[config.mk]
export PLATFORM = sky130hd
export DESIGN_NAME = mqtt_rx_packet_deframer
export DESIGN_NICKNAME = d
export VERILOG_FILES = /design/src/hw/rtl/mrx_pkg.sv /design/src/hw/rtl/mrx_front.sv /design/src/hw/rtl/mrx_queue.sv /design/src/hw/rtl/mrx_back.sv /design/src/hw/rtl/mqtt_rx_packet_deframer.sv
export SDC_FILE = /design/constraint.sdc
export NUM_CORES = 1
export LEC_CHECK = 0
export BUFFER_PORTS_ARGS = -buffer_cell sky130_fd_sc_hd__buf_2
export CORE_MARGIN = 1
export CORE_UTILIZATION = 40
export CTS_CLUSTER_SIZE = 8
export DETAILED_ROUTE_END_ITERATION = 10
export GPL_TIMING_DRIVEN = 0
export SYNTH_ARGS = -nofsm -noshare
export SYNTH_HDL_FRONTEND = slang
export SYNTH_SLANG_ARGS = --single-unit
[constraint.sdc]
create_clock -name clk -period 17.4 [get_ports clk]
set_input_delay 0.87 -clock clk [delete_from_list [all_inputs] [get_ports clk]]
set_output_delay 0.87 -clock clk [all_outputs]
set_load 0.01 [all_outputs]
[src/hw/rtl/mrx_pkg.sv]
// Package for the MQTT receive deframer: result record and queue entry
// types, keep limits and result kind codes. No dependencies.
package mrx_pkg;

  localparam logic [15:0] TOPIC_KEEP   = 16'd64;
  localparam logic [15:0] PAYLOAD_KEEP = 16'd255;

  localparam int QDEPTH = 4;
  localparam int QPTR_W = $clog2(QDEPTH);

  localparam logic [1:0] KIND_TOPIC = 2'd0;
  localparam logic [1:0] KIND_PAY   = 2'd1;
  localparam logic [1:0] KIND_ACK   = 2'd2;
  localparam logic [1:0] KIND_END   = 2'd3;

  typedef struct packed {
    logic [1:0]  kind;
    logic [7:0]  data_byte;
    logic [15:0] byte_index;
    logic [3:0]  packet_type;
    logic [1:0]  qos_level;
    logic [15:0] packet_id;
    logic [6:0]  topic_length;
    logic [7:0]  payload_length;
    logic        truncated;
    logic        malformed;
    logic        last;
  } res_t;

  // One queue entry holds every result of one input byte.
  typedef struct packed {
    logic two;
    res_t r0;
    res_t r1;
  } q_entry_t;

endpackage

[src/hw/rtl/mrx_front.sv]
// Front end of the MQTT receive deframer: parses the byte stream and builds
// the results of each byte as one queue entry. Depends on mrx_pkg.
module mrx_front (
  input  logic              clk,
  input  logic              rst_n,
  input  logic              acc,
  input  logic [7:0]        rx_byte,
  output logic              push,
  output mrx_pkg::q_entry_t push_ent
);

  localparam logic [3:0] PH_HDR   = 4'd0;
  localparam logic [3:0] PH_LEN   = 4'd1;
  localparam logic [3:0] PH_TLH   = 4'd2;
  localparam logic [3:0] PH_TLL   = 4'd3;
  localparam logic [3:0] PH_TOPIC = 4'd4;
  localparam logic [3:0] PH_IDH   = 4'd5;
  localparam logic [3:0] PH_IDL   = 4'd6;
  localparam logic [3:0] PH_PAY   = 4'd7;
  localparam logic [3:0] PH_SKIP  = 4'd8;

  logic [3:0]  phase_r, phase_nxt;
  logic [7:0]  hdr_r, hdr_nxt;
  logic [27:0] rl_r, rl_nxt;
  logic [1:0]  lbc_r, lbc_nxt;
  logic [27:0] cons_r, cons_nxt;
  logic [15:0] tt_r, tt_nxt;
  logic [27:0] fc_r, fc_nxt;
  logic [15:0] id_r, id_nxt;
  logic        tr_r, tr_nxt;

  logic        in_body, done, publish;
  logic [1:0]  qos;
  logic [27:0] cons_inc, fc_inc, len_part;
  logic [17:0] need;
  logic        e_first, e_end;
  logic [1:0]  f_kind;
  logic [15:0] f_idx;
  logic [6:0]  e_tl;
  logic [7:0]  e_pl;
  logic        e_mal, use_tk, use_pk;
  logic [15:0] tk16;
  logic [27:0] pk28;
  mrx_pkg::res_t base, first_rec, end_rec;

  assign publish = (hdr_r[7:4] == 4'h3);
  assign qos     = publish ? hdr_r[2:1] : 2'd0;

  always_comb begin
    phase_nxt = phase_r;
    hdr_nxt   = hdr_r;
    rl_nxt    = rl_r;
    lbc_nxt   = lbc_r;
    cons_nxt  = cons_r;
    tt_nxt    = tt_r;
    fc_nxt    = fc_r;
    id_nxt    = id_r;
    tr_nxt    = tr_r;
    e_first   = 1'b0;
    e_end     = 1'b0;
    f_kind    = mrx_pkg::KIND_TOPIC;
    f_idx     = 16'd0;
    e_mal     = 1'b0;
    use_tk    = 1'b0;
    use_pk    = 1'b0;
    need      = 18'd0;
    len_part  = 28'd0;
    cons_inc  = cons_r + 28'd1;
    fc_inc    = fc_r + 28'd1;
    in_body   = (phase_r >= PH_TLH) && (phase_r <= PH_SKIP);
    done      = in_body && (cons_inc >= rl_r);
    if (acc) begin
      if (in_body) begin
        cons_nxt = cons_inc;
      end
      unique case (phase_r)
        PH_HDR: begin
          hdr_nxt   = rx_byte;
          rl_nxt    = 28'd0;
          lbc_nxt   = 2'd0;
          cons_nxt  = 28'd0;
          tt_nxt    = 16'd0;
          fc_nxt    = 28'd0;
          id_nxt    = 16'd0;
          tr_nxt    = 1'b0;
          phase_nxt = PH_LEN;
        end
        PH_LEN: begin
          case (lbc_r)
            2'd0:    len_part = {21'd0, rx_byte[6:0]};
            2'd1:    len_part = {14'd0, rx_byte[6:0], 7'd0};
            2'd2:    len_part = {7'd0, rx_byte[6:0], 14'd0};
            default: len_part = {rx_byte[6:0], 21'd0};
          endcase
          rl_nxt = rl_r | len_part;
          if (rx_byte[7]) begin
            if (lbc_r == 2'd3) begin
              e_end     = 1'b1;
              e_mal     = 1'b1;
              phase_nxt = PH_HDR;
            end else begin
              lbc_nxt = lbc_r + 2'd1;
            end
          end else if (publish) begin
            if (rl_nxt < 28'd2) begin
              e_end     = 1'b1;
              e_mal     = 1'b1;
              phase_nxt = (rl_nxt == 28'd0) ? PH_HDR : PH_SKIP;
            end else begin
              phase_nxt = PH_TLH;
            end
          end else begin
            phase_nxt = (rl_nxt == 28'd0) ? PH_HDR : PH_SKIP;
          end
        end
        PH_TLH: begin
          tt_nxt    = {rx_byte, 8'd0};
          phase_nxt = PH_TLL;
        end
        PH_TLL: begin
          tt_nxt = {tt_r[15:8], rx_byte};
          need   = 18'd2 + {2'd0, tt_nxt} + ((qos != 2'd0) ? 18'd2 : 18'd0);
          if ({10'd0, need} > rl_r) begin
            e_end     = 1'b1;
            e_mal     = 1'b1;
            phase_nxt = done ? PH_HDR : PH_SKIP;
          end else if (tt_nxt != 16'd0) begin
            fc_nxt    = 28'd0;
            phase_nxt = PH_TOPIC;
          end else if (qos != 2'd0) begin
            phase_nxt = PH_IDH;
          end else if (done) begin
            e_end     = 1'b1;
            use_tk    = 1'b1;
            phase_nxt = PH_HDR;
          end else begin
            fc_nxt    = 28'd0;
            phase_nxt = PH_PAY;
          end
        end
        PH_TOPIC: begin
          if (fc_r < {12'd0, mrx_pkg::TOPIC_KEEP}) begin
            e_first = 1'b1;
            f_kind  = mrx_pkg::KIND_TOPIC;
            f_idx   = fc_r[15:0];
          end else begin
            tr_nxt = 1'b1;
          end
          fc_nxt = fc_inc;
          if (fc_inc >= {12'd0, tt_r}) begin
            if (qos != 2'd0) begin
              phase_nxt = PH_IDH;
            end else if (done) begin
              e_end     = 1'b1;
              use_tk    = 1'b1;
              phase_nxt = PH_HDR;
            end else begin
              fc_nxt    = 28'd0;
              phase_nxt = PH_PAY;
            end
          end
        end
        PH_IDH: begin
          id_nxt    = {rx_byte, 8'd0};
          phase_nxt = PH_IDL;
        end
        PH_IDL: begin
          id_nxt = {id_r[15:8], rx_byte};
          if (qos == 2'd1) begin
            e_first = 1'b1;
            f_kind  = mrx_pkg::KIND_ACK;
          end
          if (done) begin
            e_end     = 1'b1;
            use_tk    = 1'b1;
            phase_nxt = PH_HDR;
          end else begin
            fc_nxt    = 28'd0;
            phase_nxt = PH_PAY;
          end
        end
        PH_PAY: begin
          if (fc_r < {12'd0, mrx_pkg::PAYLOAD_KEEP}) begin
            e_first = 1'b1;
            f_kind  = mrx_pkg::KIND_PAY;
            f_idx   = fc_r[15:0];
          end else begin
            tr_nxt = 1'b1;
          end
          fc_nxt = fc_inc;
          if (done) begin
            e_end     = 1'b1;
            use_tk    = 1'b1;
            use_pk    = 1'b1;
            phase_nxt = PH_HDR;
          end
        end
        PH_SKIP: begin
          if (done) begin
            phase_nxt = PH_HDR;
          end
        end
        default: begin
          phase_nxt = PH_HDR;
        end
      endcase
    end
  end

  // kept lengths, saturated to the field widths
  always_comb begin
    tk16 = (tt_nxt < mrx_pkg::TOPIC_KEEP) ? tt_nxt : mrx_pkg::TOPIC_KEEP;
    pk28 = (fc_nxt < {12'd0, mrx_pkg::PAYLOAD_KEEP}) ? fc_nxt
                                                   : {12'd0, mrx_pkg::PAYLOAD_KEEP};
    e_tl = 7'd0;
    e_pl = 8'd0;
    if (use_tk) begin
      e_tl = (tk16 > 16'd127) ? 7'd127 : tk16[6:0];
    end
    if (use_pk) begin
      e_pl = (pk28 > 28'd255) ? 8'd255 : pk28[7:0];
    end
  end

  always_comb begin
    base                = '0;
    base.packet_type    = hdr_r[7:4];
    base.qos_level      = qos;
    base.packet_id      = id_nxt;
    first_rec           = base;
    first_rec.kind      = f_kind;
    first_rec.data_byte = (f_kind == mrx_pkg::KIND_ACK) ? 8'd0 : rx_byte;
    first_rec.byte_index = f_idx;
    first_rec.last      = !e_end;
    end_rec                = base;
    end_rec.kind           = mrx_pkg::KIND_END;
    end_rec.topic_length   = e_tl;
    end_rec.payload_length = e_pl;
    end_rec.truncated      = tr_nxt;
    end_rec.malformed      = e_mal;
    end_rec.last           = 1'b1;
  end

  assign push         = acc && (e_first || e_end);
  assign push_ent.two = e_first && e_end;
  assign push_ent.r0  = e_first ? first_rec : end_rec;
  assign push_ent.r1  = end_rec;

  always_ff @(posedge clk) begin
    if (!rst_n) begin
      phase_r <= PH_HDR;
      hdr_r   <= 8'd0;
      rl_r    <= 28'd0;
      lbc_r   <= 2'd0;
      cons_r  <= 28'd0;
      tt_r    <= 16'd0;
      fc_r    <= 28'd0;
      id_r    <= 16'd0;
      tr_r    <= 1'b0;
    end else begin
      phase_r <= phase_nxt;
      hdr_r   <= hdr_nxt;
      rl_r    <= rl_nxt;
      lbc_r   <= lbc_nxt;
      cons_r  <= cons_nxt;
      tt_r    <= tt_nxt;
      fc_r    <= fc_nxt;
      id_r    <= id_nxt;
      tr_r    <= tr_nxt;
    end
  end

`ifndef NO_ASSERTIONS
  a_two_then_end: assert property (@(posedge clk) disable iff (!rst_n)
    (push && push_ent.two) |-> (push_ent.r0.kind != mrx_pkg::KIND_END &&
                                push_ent.r1.kind == mrx_pkg::KIND_END))
    else $error("two-result entry not closed by packet end");
`endif

endmodule

[src/hw/rtl/mrx_queue.sv]
// Result queue between parser front end and output stage of the MQTT
// receive deframer. Holds one entry per input byte that has results. Depends on mrx_pkg.
module mrx_queue (
  input  logic              clk,
  input  logic              rst_n,
  input  logic              push,
  input  mrx_pkg::q_entry_t push_ent,
  input  logic              pop,
  output logic              full,
  output logic              empty,
  output mrx_pkg::q_entry_t head
);

  mrx_pkg::q_entry_t           ent_r [mrx_pkg::QDEPTH];
  logic [mrx_pkg::QPTR_W-1:0]  wr_r, wr_nxt, rd_r, rd_nxt;
  logic [mrx_pkg::QPTR_W:0]    cnt_r, cnt_nxt;

  assign full  = (cnt_r == (mrx_pkg::QPTR_W + 1)'(mrx_pkg::QDEPTH));
  assign empty = (cnt_r == '0);
  assign head  = ent_r[rd_r];

  always_comb begin
    wr_nxt  = push ? wr_r + 1'b1 : wr_r;
    rd_nxt  = pop ? rd_r + 1'b1 : rd_r;
    cnt_nxt = cnt_r;
    if (push && !pop) begin
      cnt_nxt = cnt_r + 1'b1;
    end else if (pop && !push) begin
      cnt_nxt = cnt_r - 1'b1;
    end
  end

  always_ff @(posedge clk) begin
    if (push) begin
      ent_r[wr_r] <= push_ent;
    end
  end

  always_ff @(posedge clk) begin
    if (!rst_n) begin
      wr_r  <= '0;
      rd_r  <= '0;
      cnt_r <= '0;
    end else begin
      wr_r  <= wr_nxt;
      rd_r  <= rd_nxt;
      cnt_r <= cnt_nxt;
    end
  end

`ifndef NO_ASSERTIONS
  a_no_overflow: assert property (@(posedge clk) disable iff (!rst_n)
    push |-> !full)
    else $error("queue push while full");
  a_no_underflow: assert property (@(posedge clk) disable iff (!rst_n)
    pop |-> !empty)
    else $error("queue pop while empty");
`endif

endmodule

[src/hw/rtl/mrx_back.sv]
// Output stage of the MQTT receive deframer: unpacks queue entries into
// single results held in an output register. Depends on mrx_pkg.
module mrx_back (
  input  logic              clk,
  input  logic              rst_n,
  input  logic              empty,
  input  mrx_pkg::q_entry_t head,
  output logic              pop,
  output logic              out_valid,
  input  logic              out_ready,
  output mrx_pkg::res_t     out_rec
);

  logic          sel_r, sel_nxt;
  logic          vld_r, vld_nxt;
  logic          load;
  mrx_pkg::res_t rec_r, rec;

  assign load = !empty && (!vld_r || out_ready);
  assign rec  = sel_r ? head.r1 : head.r0;
  assign pop  = load && (sel_r || !head.two);

  always_comb begin
    sel_nxt = load ? !pop : sel_r;
    vld_nxt = load || (vld_r && !out_ready);
  end

  always_ff @(posedge clk) begin
    if (load) begin
      rec_r <= rec;
    end
  end

  always_ff @(posedge clk) begin
    if (!rst_n) begin
      sel_r <= 1'b0;
      vld_r <= 1'b0;
    end else begin
      sel_r <= sel_nxt;
      vld_r <= vld_nxt;
    end
  end

  assign out_valid = vld_r;
  assign out_rec   = rec_r;

`ifndef NO_ASSERTIONS
  a_second_half_pending: assert property (@(posedge clk) disable iff (!rst_n)
    sel_r |-> (!empty && head.two))
    else $error("second result selected without a two-result head");
`endif

endmodule

[src/hw/rtl/mqtt_rx_packet_deframer.sv]
// MQTT receive deframer, top level: byte input channel, result channel.
// Depends on mrx_pkg, mrx_front, mrx_queue and mrx_back.
//
// Usage:
//   Input: one received byte per transaction on in_valid/in_ready/in_rx_byte.
//   Output: one result per transaction on out_valid/out_ready and the out_*
//   fields: topic byte, payload byte, ack request or packet end. out_last
//   marks the final result caused by one input byte.
//   A byte is parsed in the cycle it is accepted; its results enter a
//   four-entry queue at that edge and then move into the output register
//   when it is empty or its result is taken. Throughput: one byte per cycle
//   while the queue is not full. The output register issues one result per
//   cycle while out_ready is high; a byte that causes two results (topic,
//   payload or ack plus packet end) holds its entry until both are loaded.
//   When the receiver stalls, the output register holds its result and the
//   queue keeps taking bytes until it is full; in_ready then drops.
//   Reset (rst_n low, synchronous) empties queue and output register and
//   returns the parser to waiting for a fixed-header byte.
module mqtt_rx_packet_deframer (
  input  logic        clk,
  input  logic        rst_n,
  input  logic        in_valid,
  output logic        in_ready,
  input  logic [7:0]  in_rx_byte,
  output logic        out_valid,
  input  logic        out_ready,
  output logic [1:0]  out_kind,
  output logic [7:0]  out_data_byte,
  output logic [15:0] out_byte_index,
  output logic [3:0]  out_packet_type,
  output logic [1:0]  out_qos_level,
  output logic [15:0] out_packet_id,
  output logic [6:0]  out_topic_length,
  output logic [7:0]  out_payload_length,
  output logic        out_truncated,
  output logic        out_malformed,
  output logic        out_last
);

  logic              acc, push, pop, full, empty;
  mrx_pkg::q_entry_t push_ent, head;
  mrx_pkg::res_t     rec;

  assign in_ready = !full;
  assign acc      = in_valid && !full;

  mrx_front u_front (
    .clk      (clk),
    .rst_n    (rst_n),
    .acc      (acc),
    .rx_byte  (in_rx_byte),
    .push     (push),
    .push_ent (push_ent)
  );

  mrx_queue u_queue (
    .clk      (clk),
    .rst_n    (rst_n),
    .push     (push),
    .push_ent (push_ent),
    .pop      (pop),
    .full     (full),
    .empty    (empty),
    .head     (head)
  );

  mrx_back u_back (
    .clk       (clk),
    .rst_n     (rst_n),
    .empty     (empty),
    .head      (head),
    .pop       (pop),
    .out_valid (out_valid),
    .out_ready (out_ready),
    .out_rec   (rec)
  );

  assign out_kind           = rec.kind;
  assign out_data_byte      = rec.data_byte;
  assign out_byte_index     = rec.byte_index;
  assign out_packet_type    = rec.packet_type;
  assign out_qos_level      = rec.qos_level;
  assign out_packet_id      = rec.packet_id;
  assign out_topic_length   = rec.topic_length;
  assign out_payload_length = rec.payload_length;
  assign out_truncated      = rec.truncated;
  assign out_malformed      = rec.malformed;
  assign out_last           = rec.last;

endmodule

# Word-level counts from Yosys, hierarchy flattened
# Memory sizes are Yosys's and may differ from the RTL's. A register that Yosys moved wholly into a read port is not among the register bits.
# Index checks and enable logic that the tools add are counted.
# word_totals
ramBits,424
reg_bits,206
inputBits,12
elab_cells,194
rom_bits,0
memories,1
latch_bits,0
out_inout_bits,68
# mem_list
name,words,word_bits,read_ports,rd_ports_with_merged_regs,wr,line_no,text
u_queue.ent_r,4,106,1,1,1,mrx_queue.sv:14,mrx_pkg::q_entry_t ent_r [mrx_pkg::QDEPTH];
# classes
reduce_logical,38
div_mod_pow,0
eq_ne,20
bitwise,1
muxes,88
mul,0
order_cmp,12
add_sub_neg,9
shifts,0
# ops
cell,n
$mux 28,13
$pmux 28 s5,1
$mux 66,2
$mux 16,6
$pmux 16 s3,2
$pmux 28 s3,1
$add 28x1->28 const B,2
$lt 28x8->1 const B,2
$pmux 28 s2,1
$mux 4,11
$pmux 16 s2,1
$pmux 4 s8,1
$ge 28x16->1,1
$ge 28x28->1,1
$gt 18x28->1,1
$gt 28x8->1 const B,1
$logic_not 28->1,1
$lt 28x2->1 const B,1
$lt 28x7->1 const B,1
$or 28x28->28,1
$mux 1,26
$mux 8,3
$add 18x18->18,1
$add 2x16->17 const A,1
35 further kinds,86

# Longest topological paths before layout
# logic_depth
depth_word,17
ltp_mapped,28
depth_no_buf,28

# Cells and area by module
# Synthesis repeated with hierarchy kept, for this count alone.
# hier_totals
hier_cells,2205
area_unflattened_um2,32338.5
# by_module_without_submodules
module,cells_each,seq_area_each_um2,area_each_um2,n_inst
mrx_queue,738,16155.5,19615.1,1
mrx_front,1314,2582.5,9761.9,1
mrx_back,151,2021.9,2951.6,1
mqtt_rx_packet_deframer,2,0.0,10.0,1

# Least setup slack after synthesis
# OpenSTA, ideal clock, no wires.
# synth_timing
path_kind,input-to-reg
from,input port in_rx_byte[1]
to,"memory u_queue.ent_r[0][0] in the netlist's numbering, enable pin"
setup_time_ns,0.452
n_path_buf,1
arrival_time_ns,6.736
required_time_ns,16.948
setup_slack_ns,10.213
stages,21
path_cell_list,ha_1 -> clkbuf_1 -> nand2b_1 -> nor3b_1 -> a21oi_1 -> nand3b_1 -> or3_1 -> nor3_1 -> nor3b_1 -> nand2_1 -> xnor2_1 -> ha_1 -> nand4_1 -> nor2_1 -> a31o_2 -> nor4_1 -> a21oi_1 -> o21ai_0 -> a211oi_2 -> nor2_1 -> and2_1
# synth_via
elab_chain_cells,14
word_cells_on_any_way,20
classes_between,add/sub: 2; order compare: 2; mux: 12; bitwise: 1; reduce/logical: 3
# synth_lines
element,line_no,text
"start, declared",mqtt_rx_packet_deframer.sv:24,"input logic [7:0] in_rx_byte,"
"parallel branches: the longest is 8 deep, another holds $gt 18x28->1",-,
$pmux 1 s4 *,mrx_front.sv:76,unique case (phase_r)
$mux 1 *,mrx_front.sv:72,if (acc) begin
$logic_or 1x1->1 *,mrx_front.sv:244,assign push = acc && (e_first || e_end);
$logic_and 1x1->1 *,mrx_front.sv:244,
via push,mqtt_rx_packet_deframer.sv:40,"logic acc, push, pop, full, empty;"
$mux 1 *,mrx_queue.sv:34,if (push) begin
$mux 1 (implied by the code) *,mrx_queue.sv:35,ent_r[wr_r] <= push_ent;
"end, declared",mrx_queue.sv:14,
# Mark *: on every way through the listed nets, which the timed path passes. The select of a mux whose other input is x is not followed.

==> metrics <==
final instance area 28380 um2; count leader, synth edfxtp_1; worst path arrival time 8.20 ns; port buffer count 75; Worst VDD drop 0.05538 mV; die area 62250 um2; vias in the first global route 16320; crit path capture u_queue.ent_r[0][48]; status finished, final reports clean; R2R depth 23; Power Total 3.439 mW; Hold Fails Final Rpt 0; mapped cell area 24500 um2; global-route wire length before repair 94120 um; Pins Over Slew Limit 0; Final WS setup 9.492 ns; via count 16270; Leakage Power 9.919 nW; WL/cell 20.32 um; Area Growth Syn to Fin 15.84%; dpl hpwl 41070 um; main flop type after synthesis edfxtp_1; Post-Syn Instances 1961; top sig layer met5; I/O pins 80; nets 2243; combinational power share 0.154; Slew @ Worst Pin 1.397 ns; Synth area leaders edfxtp_1 49%, dfxtp_1 11%, mux4_2 7.7%; Mapped Avg Cell Area 12.49 um2; PostCTS Resize Cnt 0; Setup WS pre-CTS 9.717 ns; PD cells 121.2 nW/um2; CTS clk-pin slew, worst paths 0.05 ns; metal2 WL 29350 um; metal1 wirelength 27200 um; worst-path fanout max 10; DR iter-0 viols 1244; Worst Hold Class reg2reg; dpl cells 2856; Sw Share 0.2669; pin count of the biggest net entering global routing 47; Residual DRC 0; DRT antenna net count 0; Yosys warnings 0; DR pass1 iterations 6; Seq/Total Area, Yosys 0.6071; Crit Path Class reg2reg; fraction of layout cells with a size suffix above 1 0.1351; vias per cell 5.447; Crit-path slowest cell a211oi_1; initial antenna violation count 1; FF-to-FF setup slack 9.49 ns; Pint 2.521 mW; die span in x 249.5 um; H-tree lvl count 3; Sw Pwr 918.0 uW; diode count 0; Worst Setup End Kind register; final WL 60680 um; grt ovf 0; maximum clock rate 0.1265 GHz; total track usage 0.1963; Worst EP required 17.69 ns; Post-synth top cells 402 x edfxtp_1, 178 x nand2_1, 169 x nor2_1; effective utilization at floorplan 0.4052; max_cap viols 0; Worst setup SP type register; worst hold path cell count 2; worst flop-to-flop path startpoint u_front.hdr_r[4]; clk buf depth 3; Synth area leader edfxtp_1; async set or reset register ratio after synthesis 0; synth unique cells 73; share of power burned in registers 0.445; CTS tree done; # clock sinks 542; top cell type's share of synthesized area 0.4927; Final Skew 0.03047 ns; CORE AREA 60470 um2; Clk pwr share 0.401; number of enable flip-flop cells after synthesis 402; Final min period 7.908 ns; CP startpoint u_front.hdr_r[4]; final setup vio count 0; Synth Register Bits 542; Num CTS Buffers 77; fin crit share 0.4545; CTS hold repair buffers 0; Worst R2R End u_queue.ent_r[0][48]; Cell Chain, Critical Path nand2_1, nor3_1, o21ai_0, inv_1, ha_1, ha_1, nand3b_1, or3_1, nor3_1, nor3b_1, nand2_1, xnor2_1, ha_1, a21oi_1, o21a_1, nand2_1, a21oi_1, nor4_1, a211oi_1, o22ai_1, nor4_4, buf_6, a21oi_1; clock root buffer clkbuf_16; met3 wire len 2947 um; Setup TNS 0 ns; # Post-CTS Setup Buffers 0; GPL Wtd Cong 0.8811; crit-path max cell delay 1.09 ns; RSZ-0062 raised after global routing false; Rows 90; post-route insts no fill 2987; Area after DPL 26150 um2; Skew-Pair Late Insertion Delay 0.62 ns; die height 249.5 um; Slew headroom 0.06289
-- cell families after synthesis --
logic type               synth area share
AO/OA/AOI/OAI                     0.07762
XOR/XNOR                          0.02538
adder cells (fa/ha/maj)           0.03963
buffers and inverters             0.02747
flip-flops                         0.6071
multiplexers                      0.08114
other                           0.0001530
AND/OR/NAND/NOR                    0.1416
-- worst min-delay path by stage --
stage	from	end
floorplan	u_front.hdr_r[1]	u_front.hdr_r[1]
global placement	u_front.hdr_r[1]	u_front.hdr_r[1]
detailed placement	u_front.hdr_r[1]	u_front.hdr_r[1]
CTS	u_front.hdr_r[1]	u_front.hdr_r[1]
global route	u_front.hdr_r[1]	u_front.hdr_r[1]
finish	u_front.hdr_r[1]	u_front.hdr_r[1]
-- registers in the layout, summed over array words and instances (netlist names), 2 cells and up, named ones only --
name,cells
u_front.hdr_r,6
u_queue.cnt_r,3
u_front.cons_r,28
u_back.out_rec,66
u_front.rl_r,28
u_front.lbc_r,2
u_queue.wr_r,2
u_front.id_r,16
u_front.fc_r,28
u_front.phase_r,4
u_queue.rd_r,2
u_queue.ent_r,336
u_front.tt_r,16
-- metal layers --
layer / up-vias / GRT usage
li1: 7644 / -
met1: 8098 / 0.2619
met2: 445 / 0.3299
met3: 80 / 0.02733
met4: 2 / 0.06437
met5: - / 0
-- through the flow --
step | utilization | hold slack (ns)
after floorplan | - | 0.4464
after global placement | 0.4296 | 0.4588
after detailed placement | 0.4324 | 0.4648
after CTS | 0.4693 | 0.4756
after global routing | 0.4694 | 0.5125
final | 0.4694 | 0.4780
-- layout by cell type (no fill, tap or decap), types with 38 or more instances in the layout --
cell,count
edfxtp_1,402
nand2_1,178
nor2_1,169
a21oi_1,140
dfxtp_1,140
clkbuf_1,127
mux4_2,84
and2_1,82
buf_2,80
clkbuf_16,78
ha_1,76
o21ai_0,64
inv_1,62
nand3_1,62
nor3_1,43
xnor2_1,38
-- critical path: cells and delay by family, from the launching register on --
family	cells	cell delay [ns]
AO/OA/AOI/OAI	7	2.55
XOR/XNOR	1	0.19
adder cells (fa/ha/maj)	3	0.85
buffers and inverters	2	0.57
flip-flops	1	0.41
AND/OR/NAND/NOR	10	3.02
-- power groups by stage --
stage	registers [mW]	clock network [mW]	logic [mW]
CTS	1.53	1.41	0.534
floorplan	1.60	0	0.278
finish	1.53	1.38	0.530
detailed placement	1.55	0	0.532
global placement	1.56	0	0.518
global route	1.54	1.47	0.578
-- final cells by class --
class	instances	area (um2)
clock buffers	125	2128
multi-input cells	1282	9096
inverters	64	240.2
fillers	5392	32090
well taps	782	978.4
clock inverters	5	102.6
plain buffers	105	432.9
flip-flops and latches	542	14870
repair buffers	82	530.5
No activity file was read; power rests on OpenSTA's default activity.
